`config.mk`:
```
export PLATFORM = sky130hd
export DESIGN_NAME = wm_cell
export DESIGN_NICKNAME = d
export VERILOG_FILES = /design/src/rtl/wm_pkg.sv /design/src/rtl/wm_cell.sv
export SDC_FILE = /design/constraint.sdc
export NUM_CORES = 1
export LEC_CHECK = 0
export CAP_MARGIN = 20
export CELL_PAD_IN_SITES_DETAIL_PLACEMENT = 0
export CELL_PAD_IN_SITES_GLOBAL_PLACEMENT = 2
export CORE_AREA = 5 5 90 92
export CTS_CLUSTER_SIZE = 20
export DETAILED_ROUTE_END_ITERATION = 16
export DIE_AREA = 0 0 95 97
export DONT_BUFFER_PORTS = 1
export PLACE_DENSITY = 0.78
export SKIP_CTS_REPAIR_TIMING = 1
export SLEW_MARGIN = 20
export SYNTH_ARGS = -nofsm -noshare
export SYNTH_HDL_FRONTEND = slang
export SYNTH_SLANG_ARGS = --single-unit
```
`constraint.sdc`:
```
create_clock -name aclk -period 3.95 [get_ports aclk]
set_input_delay 0.79 -clock aclk [delete_from_list [all_inputs] [get_ports aclk]]
set_output_delay 0.79 -clock aclk [all_outputs]
set_load 0.005 [all_outputs]
```
`src/rtl/wm_pkg.sv`:
```
// ----------------------------------------------------------------------------
// Window median package
// Shared widths, request types and control groups of the window median block.
// ----------------------------------------------------------------------------
package wm_pkg;

    localparam int unsigned SAMPLE_W        = 32;
    localparam int unsigned COUNT_W         = 7;
    localparam int unsigned MAX_SAMPLES_DEF = 64;

    typedef struct packed {
        logic [SAMPLE_W-1:0] sample;
        logic                last;
    } in_item_t;

    typedef struct packed {
        logic [SAMPLE_W-1:0] median;
        logic [COUNT_W-1:0]  sample_count;
        logic                overflow;
    } out_item_t;

    typedef struct packed {
        logic insert;
        logic shift;
    } cell_ctl_t;

    typedef struct packed {
        logic               load;
        logic               odd;
        logic               overflow;
        logic [COUNT_W-1:0] count;
    } mid_ctl_t;

endpackage

```
`src/rtl/wm_cell.sv`:
```
// ----------------------------------------------------------------------------
// Window median sorting cell
// One slot of the ordered row: takes the new sample or its left neighbor's
// value on insertion, and its right neighbor's value while the row drains.
// ----------------------------------------------------------------------------
module wm_cell #(
    parameter int unsigned IDX = 0,
    parameter int unsigned CW  = 7
) (
    input  logic                        aclk,
    input  wm_pkg::cell_ctl_t           ctl,
    input  logic [CW-1:0]               fill,
    input  logic [wm_pkg::SAMPLE_W-1:0] sample,
    input  logic [wm_pkg::SAMPLE_W-1:0] left_val,
    input  logic                        left_gt,
    input  logic [wm_pkg::SAMPLE_W-1:0] right_val,
    output logic [wm_pkg::SAMPLE_W-1:0] val,
    output logic                        gt
);

    localparam logic [CW-1:0] IDX_V = CW'(IDX);

    logic [wm_pkg::SAMPLE_W-1:0] val_reg;
    logic [wm_pkg::SAMPLE_W-1:0] val_next;
    logic                        occupied;
    logic                        at_fill;

    assign occupied = (IDX_V < fill);
    assign at_fill  = (IDX_V == fill);
    assign gt       = occupied && (val_reg > sample);
    assign val      = val_reg;

    always_comb begin
        val_next = val_reg;
        if (ctl.insert && (gt || at_fill)) begin
            val_next = left_gt ? left_val : sample;
        end else if (ctl.shift) begin
            val_next = right_val;
        end
    end

    always_ff @(posedge aclk) begin
        val_reg <= val_next;
    end

endmodule

```
Word level (Yosys, flattened, before mapping)
Index checks and enable logic that the tools add are counted.
{"block": "op_classes", "reduce_logical": 5, "muxes": 3, "magnitude_cmp": 2}
{"operator": "$mux 32", "n": 3}
{"operator": "$gt 32x32->1", "n": 1}
{"operator": "$logic_not 7->1", "n": 1}
{"operator": "$lt 1x7->1 const A", "n": 1}
{"operator": "$logic_and 1x1->1", "n": 2}
{"operator": "$reduce_bool 2->1", "n": 1}
{"operator": "$logic_or 1x1->1", "n": 1}
{"block": "totals", "reg_bits": 32, "inputBits": 107, "output_inout_bits": 33}

Longest topological paths before layout
{"block": "depth", "word_depth": 5, "ltp_mapped": 10, "ltp_nobuf": 9}

Worst setup path after synthesis
Ideal clock, no wire load.
{"block": "synth_path", "path_type": "input-to-reg", "start": "input sample[31] in the netlist's numbering", "end": "register val_reg (netlist bit val[0]), enable pin", "arrival_ns": 3.077, "n_path_buf": 1, "stages": 8, "setup_ns": 0.375, "setup_slack_ns": 0.498, "path_cell_list": "inv_1 > ha_1 > nand4_1 > or3_4 > o41a_2 > a31oi_4 > buf_6 > or2_2"}
{"block": "synth_via", "elab_chain_cells": 5}
{"item": "start, declared", "line_no": "wm_cell.sv:13", "text": "input logic [wm_pkg::SAMPLE_W-1:0] sample,"}
{"item": "$gt 32x32->1", "line_no": "wm_cell.sv:30", "text": "assign gt = occupied && (val_reg > sample);"}
{"item": "$logic_and 1x1->1", "line_no": "wm_cell.sv:30"}
{"item": "$logic_or 1x1->1", "line_no": "wm_cell.sv:35", "text": "if (ctl.insert && (gt || at_fill)) begin"}
{"item": "$logic_and 1x1->1", "line_no": "wm_cell.sv:35"}
{"item": "$reduce_bool 2->1 (no line)"}
{"item": "end signal, assigned", "line_no": "wm_cell.sv:43", "text": "val_reg <= val_next;"}
{"item": "end, declared", "line_no": "wm_cell.sv:23", "text": "logic [wm_pkg::SAMPLE_W-1:0] val_reg;"}
Every way passes these cells.
A chain may end at the register's enable or synchronous reset.

Worst setup path after layout
{"block": "layout_path", "start": "input sample[30] in the netlist's numbering", "end": "output gt"}
{"block": "layout_via", "elab_chain_cells": 2}
{"item": "$gt 32x32->1", "line_no": "wm_cell.sv:30"}
{"item": "$logic_and 1x1->1", "line_no": "wm_cell.sv:30"}
{"item": "end, declared", "line_no": "wm_cell.sv:18", "text": "output logic gt"}
Every way passes these cells.

==> results.yml <==
pwr:
  power_frac_clock_pct: 26.0
  cellPowerDensity_mw_per_mm2: 352
  pwr-share-comb_pct: 24.3
  swShare_pct: 30.0
  p_sw_mw: 0.286
  fin_total_pwr_mw: 0.953
  p_int_mw: 0.668
  peakVddDrop_mv: 0.118
  p_leak_nw: 1.14
  seq_power_share_pct: 49.7
synth:
  syn-num-nets: 400
  netlist-cell-type-count: 27
  avgSynthCellArea_um2: 9.72
  ys_warn_count: 0
  synth_area_mm2: 0.00254
  synth-seq-cells: 32
  ys_seq_area_share_pct: 37.9
  syn-instance-count: 261
floorplan:
  core_mm2: 0.00714
  io_pins: 140
  die-area_mm2: 0.00922
  initial_core_util_pct: 35.6
  die_h_um: 97
  rows: 31
  die_w_um: 95
timing:
  fin_hold_ws_ps: 719
  fin_skew_ps: 2.06
  post-route-period-util_pct: 87.0
  setup-violations-final: 0
  fin_crit_ps: 3440
  slew_headroom_pct: 46.1
  max_freq_ghz: 0.291
  hold_viol_final: 0
  rsz0062_at_grt: "false"
  setup_tns_ps: 0
  drv_slew: 0
  worstMarginPinSlew_ps: 809
critical_path:
  rrSetupSlack_ps: 750
  path_max_fanout: 5
  critPathMaxStageDelay_ps: 450
  required_ps: 3160
  cp.arrival_ps: 2650
  cp_slowest_cell: "or3_4"
  crit_path_cell_trace: "inv_1 > ha_1 > nand4_1 > or3_4 > nor4_1 > o31ai_1 > o41a_2 > a21oi_1"
  path_buf_inv: 1
  endpoint_kind: "output port"
  worstSetupPathType: "in2out"
  crit_path_start_kind: "input port"
  cpLargestDelayFamily: "simple AND/OR/NAND/NOR gates"
finish:
  drive_above_1_share_pct: 16.4
  final_cells: 362
  area_delta_synth_final_pct: 6.66
  largest_reg_flops: 32
  final_common_cell: "nand2_1"
  nets: 400
  layout.cells.most_common_list: "nand2_1, inv_1, o21ai_0, ha_1, edfxtp_1"
cts:
  path_clk_slew_ps: 70
  root_buffer: "clkbuf_8"
  clk_latency_ps: 280
  clkSinkCount: 32
  cts-buffers-inserted: 5
  cts_max_path_buffers: 2
  cts_max_level: 2
  cts_tree: "built"
grt:
  grt_max_degree: 64
  grt.total_usage_pct: 13.6
  grt_pass1_wl_mm: 9.92
  grt_pass1_vias: 1996
  antenna_found_initial: 1
  grt-ovfl-total: 0
drt:
  vias: 1859
  drt-initial-drc-count: 49
  post-route-drc-count: 0
  drtPass1Iterations: 4
  ant_nets: 0
  drt_wl_total_mm: 6.39
  via_per_inst: 5.14
  wl_per_cell_um: 17.6
hold_path:
  hold_class: "in2reg"
placement:
  gp_congestion: 0.704
  dp_hpwl_mm: 5.15
  dp_cells: 353
  io_buffer_count: 0
status:
  status: "finished clean"
flow_run:
  max_cap_viol_count: 0
## kinds of logic (layout without fill, tap and decap cells)
kind of cell	Yosys count	count (layout)	share of synthesized area [%]
DFF	32	32	37.9
adders and majority gates	32	32	15.8
other	0	1	0
AOI/OAI and AO/OA	55	55	13.2
muxes	33	33	14.6
buffers and inverters	44	45	7.40
and+or+nand+nor	65	65	11.1
## cell type report
type	count	area, um^2
multi-input combinational	185	1390
clock inverter	1	3.75
fill	770	4430
timing repair buffer	3	22.5
inverter	34	128
sequential	32	961
tap	99	124
clock buffer	7	76.3
antenna	1	2.50
## synthesized netlist by cell type
cell type,n,area [um^2]
nand2_1,43,161
inv_1,34,128
edfxtp_1,32,961
ha_1,32,400
o21ai_0,32,160
mux2_2,30,338
a21oi_1,11,55.1
clkbuf_1,7,26.3
nand4_1,5,31.3
nor2_1,5,18.8
nand3_1,4,20.0
a211oi_1,3,22.5
buf_6,3,33.8
mux2_1,3,33.8
nor3_1,3,15.0
nor4_1,3,18.8
a2111oi_2,1,15.0
a21boi_0,1,7.51
a221oi_1,1,8.76
a31oi_4,1,21.3
a41o_1,1,10.0
o21a_1,1,7.51
o22ai_1,1,6.26
o31ai_1,1,7.51
o41a_2,1,12.5
or2_2,1,6.26
or3_4,1,11.3
## power groups by stage
| stage | combinational, mW | clock, mW | sequential [mW] |
|---|---|---|---|
| final | 0.232 | 0.248 | 0.473 |
| after global routing | 0.271 | 0.265 | 0.480 |
| after CTS | 0.238 | 0.255 | 0.476 |
| after detailed placement | 0.236 | 0 | 0.484 |
| after global placement | 0.235 | 0 | 0.483 |
| after floorplan | 0.199 | 0 | 0.467 |
## final timing paths
check | cells past startpoint | startpoint | end
worst max-delay path | 8 | sample[30] | gt
worst min-delay path | 1 | right_val[28] | val[28]$_DFFE_PP_
worst max register to register | 8 | val[31]$_DFFE_PP_ | val[7]$_DFFE_PP_
worst min register to register | 5 | val[31]$_DFFE_PP_ | val[28]$_DFFE_PP_
## per-layer routing
layer | vias up | part of all wire [%] | GRT usage, %
li1 | 936 | - | -
met3 | 4 | 9.9 | 4.50
met5 | - | 0 | 0
met4 | 0 | 0.61 | 3.66
met1 | 833 | 42 | 15.9
met2 | 86 | 47 | 23.4
## per-stage QoR
step	utilization, %	setup slack (ps)	cell area (um^2)
6_report	37.9	512	2710
3_5_place_dp	36.8	311	2620
4_1_cts	37.9	494	2700
5_1_grt	37.9	353	2700
2_1_floorplan	-	498	2540
3_3_place_gp	36.8	331	2620
(Power assumes the default switching activity.)
