File: config.mk
export PLATFORM = sky130hd
export DESIGN_NAME = wm_mid
export DESIGN_NICKNAME = d
export VERILOG_FILES = /design/src/rtl/wm_pkg.sv /design/src/rtl/wm_mid.sv
export SDC_FILE = /design/constraint.sdc
export NUM_CORES = 1
export LEC_CHECK = 0
export ABC_AREA = 1
export BUFFER_PORTS_ARGS = -buffer_cell sky130_fd_sc_hd__buf_2
export CAP_MARGIN = 30
export CORE_MARGIN = 10
export CORE_UTILIZATION = 54
export CTS_BUF_LIST = sky130_fd_sc_hd__clkbuf_8
export DETAILED_ROUTE_END_ITERATION = 6
export GPL_TIMING_DRIVEN = 0
export PLACE_DENSITY = 0.9
export SKIP_CTS_REPAIR_TIMING = 1
export SLEW_MARGIN = 30
export SYNTH_ARGS = -nofsm -noshare
export SYNTH_HDL_FRONTEND = slang
export SYNTH_SLANG_ARGS = --single-unit
File: constraint.sdc
create_clock -name aclk -period 1.9 [get_ports aclk]
set_input_delay 0.095 -clock aclk [delete_from_list [all_inputs] [get_ports aclk]]
set_output_delay 0.095 -clock aclk [all_outputs]
set_load 0.02 [all_outputs]
File: src/rtl/wm_pkg.sv
// ----------------------------------------------------------------------------
// Window median package
// Shared widths, request types and control groups of the window median block.
// ----------------------------------------------------------------------------
package wm_pkg;

    localparam int unsigned SAMPLE_W        = 32;
    localparam int unsigned COUNT_W         = 7;
    localparam int unsigned MAX_SAMPLES_DEF = 64;

    typedef struct packed {
        logic [SAMPLE_W-1:0] sample;
        logic                last;
    } in_item_t;

    typedef struct packed {
        logic [SAMPLE_W-1:0] median;
        logic [COUNT_W-1:0]  sample_count;
        logic                overflow;
    } out_item_t;

    typedef struct packed {
        logic insert;
        logic shift;
    } cell_ctl_t;

    typedef struct packed {
        logic               load;
        logic               odd;
        logic               overflow;
        logic [COUNT_W-1:0] count;
    } mid_ctl_t;

endpackage

File: src/rtl/wm_mid.sv
// ----------------------------------------------------------------------------
// Window median result stage
// Forms the median from the two lowest cells and holds the result request
// until the downstream side takes it.
// ----------------------------------------------------------------------------
module wm_mid (
    input  logic                        aclk,
    input  logic                        aresetn,
    input  wm_pkg::mid_ctl_t            ctl,
    input  logic [wm_pkg::SAMPLE_W-1:0] lo,
    input  logic [wm_pkg::SAMPLE_W-1:0] hi,
    output logic                        m_valid,
    input  logic                        m_ready,
    output wm_pkg::out_item_t           m_item
);

    logic [wm_pkg::SAMPLE_W:0]   sum;
    logic [wm_pkg::SAMPLE_W-1:0] median;
    logic                        valid_reg;
    logic                        valid_next;
    wm_pkg::out_item_t           item_reg;
    wm_pkg::out_item_t           item_next;

    assign sum    = {1'b0, lo} + {1'b0, hi};
    assign median = ctl.odd ? lo : sum[wm_pkg::SAMPLE_W:1];

    always_comb begin
        valid_next = valid_reg;
        item_next  = item_reg;
        if (ctl.load) begin
            valid_next             = 1'b1;
            item_next.median       = median;
            item_next.sample_count = ctl.count;
            item_next.overflow     = ctl.overflow;
        end else if (m_ready) begin
            valid_next = 1'b0;
        end
    end

    always_ff @(posedge aclk) begin
        if (!aresetn) begin
            valid_reg <= 1'b0;
        end else begin
            valid_reg <= valid_next;
        end
        item_reg <= item_next;
    end

    assign m_valid = valid_reg;
    assign m_item  = item_reg;

endmodule

# Word-level counts from Yosys, hierarchy flattened
# Cells that the tools add are included.
# Widths: inputs -> output; s select.
dict set report classes {
  n_addsub 1
  muxes 3
  n_reduce_logical 1
}
# cell count
set op_table {}
lappend op_table {{$add 32x32->33} 1}
lappend op_table {{$mux 32} 1}
lappend op_table {{$mux 1} 2}
lappend op_table {{$reduce_bool 2->1} 1}
dict set report totals {
  ff_bits 41
  in_bits 77
  out_inout_bits 41
}

# Depth between registers and ports, before layout
dict set report logic_depth {
  ltp_word 2
  depth_mapped 14
}

# Worst setup path after synthesis
# Ideal clock, no wire load.
dict set report synth_path {
  path_kind {input-to-reg}
  start {in lo[0] (netlist bit)}
  end {reg item_reg (netlist bit m_item[15]), data pin}
  setup_time_ns 0.253
  arrival_ns 1.318
  t_required_ns 1.647
  slack_ns 0.329
  stages 10
  path_buffers 0
  path_cell_list {nand2_1 inv_1 fa_1 nand3_1 nand3_2 nand2_1 nand2_1 or2_2 nand3_1 nand2_1}
}
dict set report synth_between {
  elab_chain_cells 2
}
# item line
set synth_rtl {}
lappend synth_rtl {{start: declaration} wm_mid.sv:10} ;# input logic [wm_pkg::SAMPLE_W-1:0] lo,
lappend synth_rtl {{$add 32x32->33} wm_mid.sv:24} ;# assign sum = {1'b0, lo} + {1'b0, hi};
lappend synth_rtl {{$mux 32} wm_mid.sv:25} ;# assign median = ctl.odd ? lo : sum[wm_pkg::SAMPLE_W:1];
lappend synth_rtl {{via median, one bit} wm_mid.sv:18} ;# logic [wm_pkg::SAMPLE_W-1:0] median;
lappend synth_rtl {{end signal: assignment} wm_mid.sv:46} ;# item_reg <= item_next;
lappend synth_rtl {{end: declaration} wm_mid.sv:21} ;# wm_pkg::out_item_t item_reg;
# The timed path passes the listed nets, and every way through them passes these cells.
# A chain may end at the register's enable or synchronous reset.

# Worst setup path after layout
dict set report layout_path {
  start {in lo[0] (netlist bit)}
  end {reg item_reg (netlist bit m_item[29]), data pin}
}
# The elaborated chain is that of the path after synthesis.

==> flow_metrics.tcl <==
set metrics [dict create \
    outcome "finished, final reports clean" \
    vias 4391 \
    pwr-share-clk_pct 22.6 \
    p_leak_uw 0.00281 \
    overflow 0 \
    synth_area_um2 4000 \
    synth_edf_count 40 \
    finalHoldViolCount 0 \
    syn_inst 627 \
    synth.area.top_cells "edfxtp_1, nand2_1, inv_1" \
    routed_wl_um 12600 \
    path_cells "buf_2, nand2_1, inv_1, fa_1, nand3_1, nand3_2, nand2_1, nand2_1, nand2_1, nand2_2, nand2_1, nand3_1, nand3_1, nand2_1" \
    fmax_mhz 600 \
    pwr_density_cell_nw_per_um2 624 \
    diodes 0 \
    first_pass_iters 6 \
    slowest_stage "fa_1" \
    worstSetupStartpointType "input port" \
    switching_share_pct 36.9 \
    drtIter0Drc 319 \
    seq_area_um2 1220 \
    crit_top_cell "nand2_1" \
    drc 0 \
    drv_slew 0 \
    fin_total_pwr_uw 3050 \
    clk_pin_slew_ns 0.07 \
    layout-drive-gt1-share_pct 20.0 \
    yosysMostFrequentCell "nand2_1" \
    peakVddDrop_uv 285 \
    clock-sinks 41 \
    cts_tree "built" \
    ys_top_cells_by_count "nand2_1, inv_1, nand3_1" \
    cp-end-kind "flop" \
    insertion_delay_ns 0.28 \
    maxCapViolCount 0 \
    postRouteAntennaNets 0 \
    grt_pass1_wl_um 19300 \
    synth_xor_area_share_pct 1.75 \
    setup-violations-final 0 \
    fp.dieArea_um2 11300 \
    slowest_delay_ns 0.45 \
    combPwrFrac_pct 40.2 \
    n_fill_cell 677 \
    rsz0062_at_grt "false" \
    period_share_pct 87.7 \
    p_seq_share_pct 37.1 \
    synth-async-reset-ratio_pct 0 \
    clk_path_buf_depth 2 \
    yosysTopAreaCell "edfxtp_1" \
    synthAdderAreaFrac_pct 10.2 \
    synth-compound-area-share_pct 5.63 \
    io_buffers 116 \
    relSlewSlack_pct 38.5 \
    p_int_uw 1930 \
    grt_start_max_net_pins 42 \
    switching_power_uw 1130 \
    netlist.area_leader.share_pct 30.0 \
    die_y_um 106 \
    pin_count 118 \
    grtUsageTotal_pct 21.0 \
    critPathRequiredTime_ns 1.94 \
    routedWlPerCell_um 14.7 \
    antenna_found_initial 0 \
    initial_core_util_pct 55.5 \
    ys_seq_elements 41 \
    cp_max_fo 4 \
    num_rows 31 \
    avgViaCountPerCell 5.12 \
    hpwl_um 10500 \
    grt_pass1_vias 4065 \
    nets 867 \
    cts_buffers 5 \
    coreArea_um2 7210 \
    synthToLayoutAreaGrowth_pct 22.3 \
    h-tree-depth 2 \
    yosysSeqAreaShare_pct 30.5 \
    synth_top_family_by_area "simple AND/OR/NAND/NOR gates" \
    fin_util_pct 67.8 \
    multiInputGateArea_um2 2330 \
    period_minus_slack_ns 1.67 \
    synth_flop_cell "edfxtp_1" \
    finClkSkew_ns 0 \
    worst-slew-pin-transition_ns 0.923 \
    syn_nets 736 \
    muxShareOfSynthArea_pct 0 \
    die_x_um 106 \
    synth_cell_types 31 \
    cp.arrival_ns 1.71 \
    place.gp.congestion 0.964 \
    yosys.area_share.simple_pct 40.6 \
    ys_warn_count 0 \
    cts_root_buf "clkbuf_8" \
    hp-class "in2reg" \
    setup.worst_path.class "in2reg" \
    avgSynthCellArea_um2 6.38 \
]
==> sequential cells by signal, summed over array words and instances (netlist names) <==
| signal | flops |
|---|---|
| m_valid | 1 |
| m_item | 40 |
==> layout make-up <==
class	count	share of cell area, %
clock buffer	5	1.41
tap	99	2.53
inverter	110	8.44
sequential	41	25.0
buffer	7	0.844
clock inverter	3	0.793
timing repair buffer	124	13.5
multi-input combinational	469	47.5
==> layer usage <==
metal / global-route usage, % / up-vias / part of all wire, %
li1: - / 2219 / -
met1: 27.5 / 1961 / 44
met2: 34.4 / 194 / 45
met3: 4.71 / 17 / 9.2
met4: 5.32 / 0 / 1.5
met5: 0 / - / 0
==> worst paths after layout <==
| check | cells past startpoint | start | slack, ns | to |
|---|---|---|---|---|
| hold reg to reg | 3 | m_valid$_SDFFE_PN0P_ | 0.60 | m_valid$_SDFFE_PN0P_ |
| hold / removal | 2 | aresetn | 0.02 | m_valid$_SDFFE_PN0P_ |
| setup / recovery | 14 | lo[0] | 0.23 | m_item[29]$_DFFE_PP_ |
| setup reg to reg | 3 | m_valid$_SDFFE_PN0P_ | 1.24 | m_valid$_SDFFE_PN0P_ |
==> placed cells by master (no fill, tap or decap), types with 5 or more instances in the layout <==
cell type	n
ha_1	31
o21ai_0	7
nand3b_1	5
nand2_2	15
a21oi_1	26
dlygate4sd3_1	8
nand3_1	44
inv_1	108
nor2_1	40
clkbuf_8	6
o21ai_1	6
edfxtp_1	40
xnor2_1	8
buf_2	117
nand2_1	265
==> stage by stage <==
step | worst slack (ns) | setup TNS, ns | area (um^2) | std cells | hold slack (ns)
final | 0.234 | 0 | 4890 | 858 | 0.0174
after CTS | 0.254 | 0 | 4810 | 850 | -0.0313
after global placement | -0.00802 | -0.00802 | 4710 | 842 | 0.271
after global routing | 0.130 | 0 | 4890 | 858 | 0.0146
after floorplan | 0.329 | 0 | 4000 | 627 | 0.194
after detailed placement | -0.0577 | -0.125 | 4710 | 842 | 0.273
==> critical path: cells and delay by family <==
kind	cells	cell delay, ns
fa+ha+maj	1	0.45
buf+inv	2	0.20
simple gates	11	0.96
==> logic make-up (layout without fill, tap and decap cells) <==
kind of cell / after synthesis / count (layout)
DFF: 41 / 41
adders and majority gates: 32 / 32
AOI/OAI and AO/OA: 43 / 43
and+or+nand+nor: 386 / 386
buffers and inverters: 117 / 249
xor gates and xnor gates: 8 / 8
==> power groups by stage <==
stage | logic, uW | registers, uW | clock network (uW)
after floorplan | 661 | 1290 | 0
after global placement | 1170 | 1150 | 0
after detailed placement | 1190 | 1150 | 0
after CTS | 1200 | 1130 | 706
after global routing | 1350 | 1140 | 729
final | 1230 | 1130 | 691
Power figures use the tool's default switching activity.
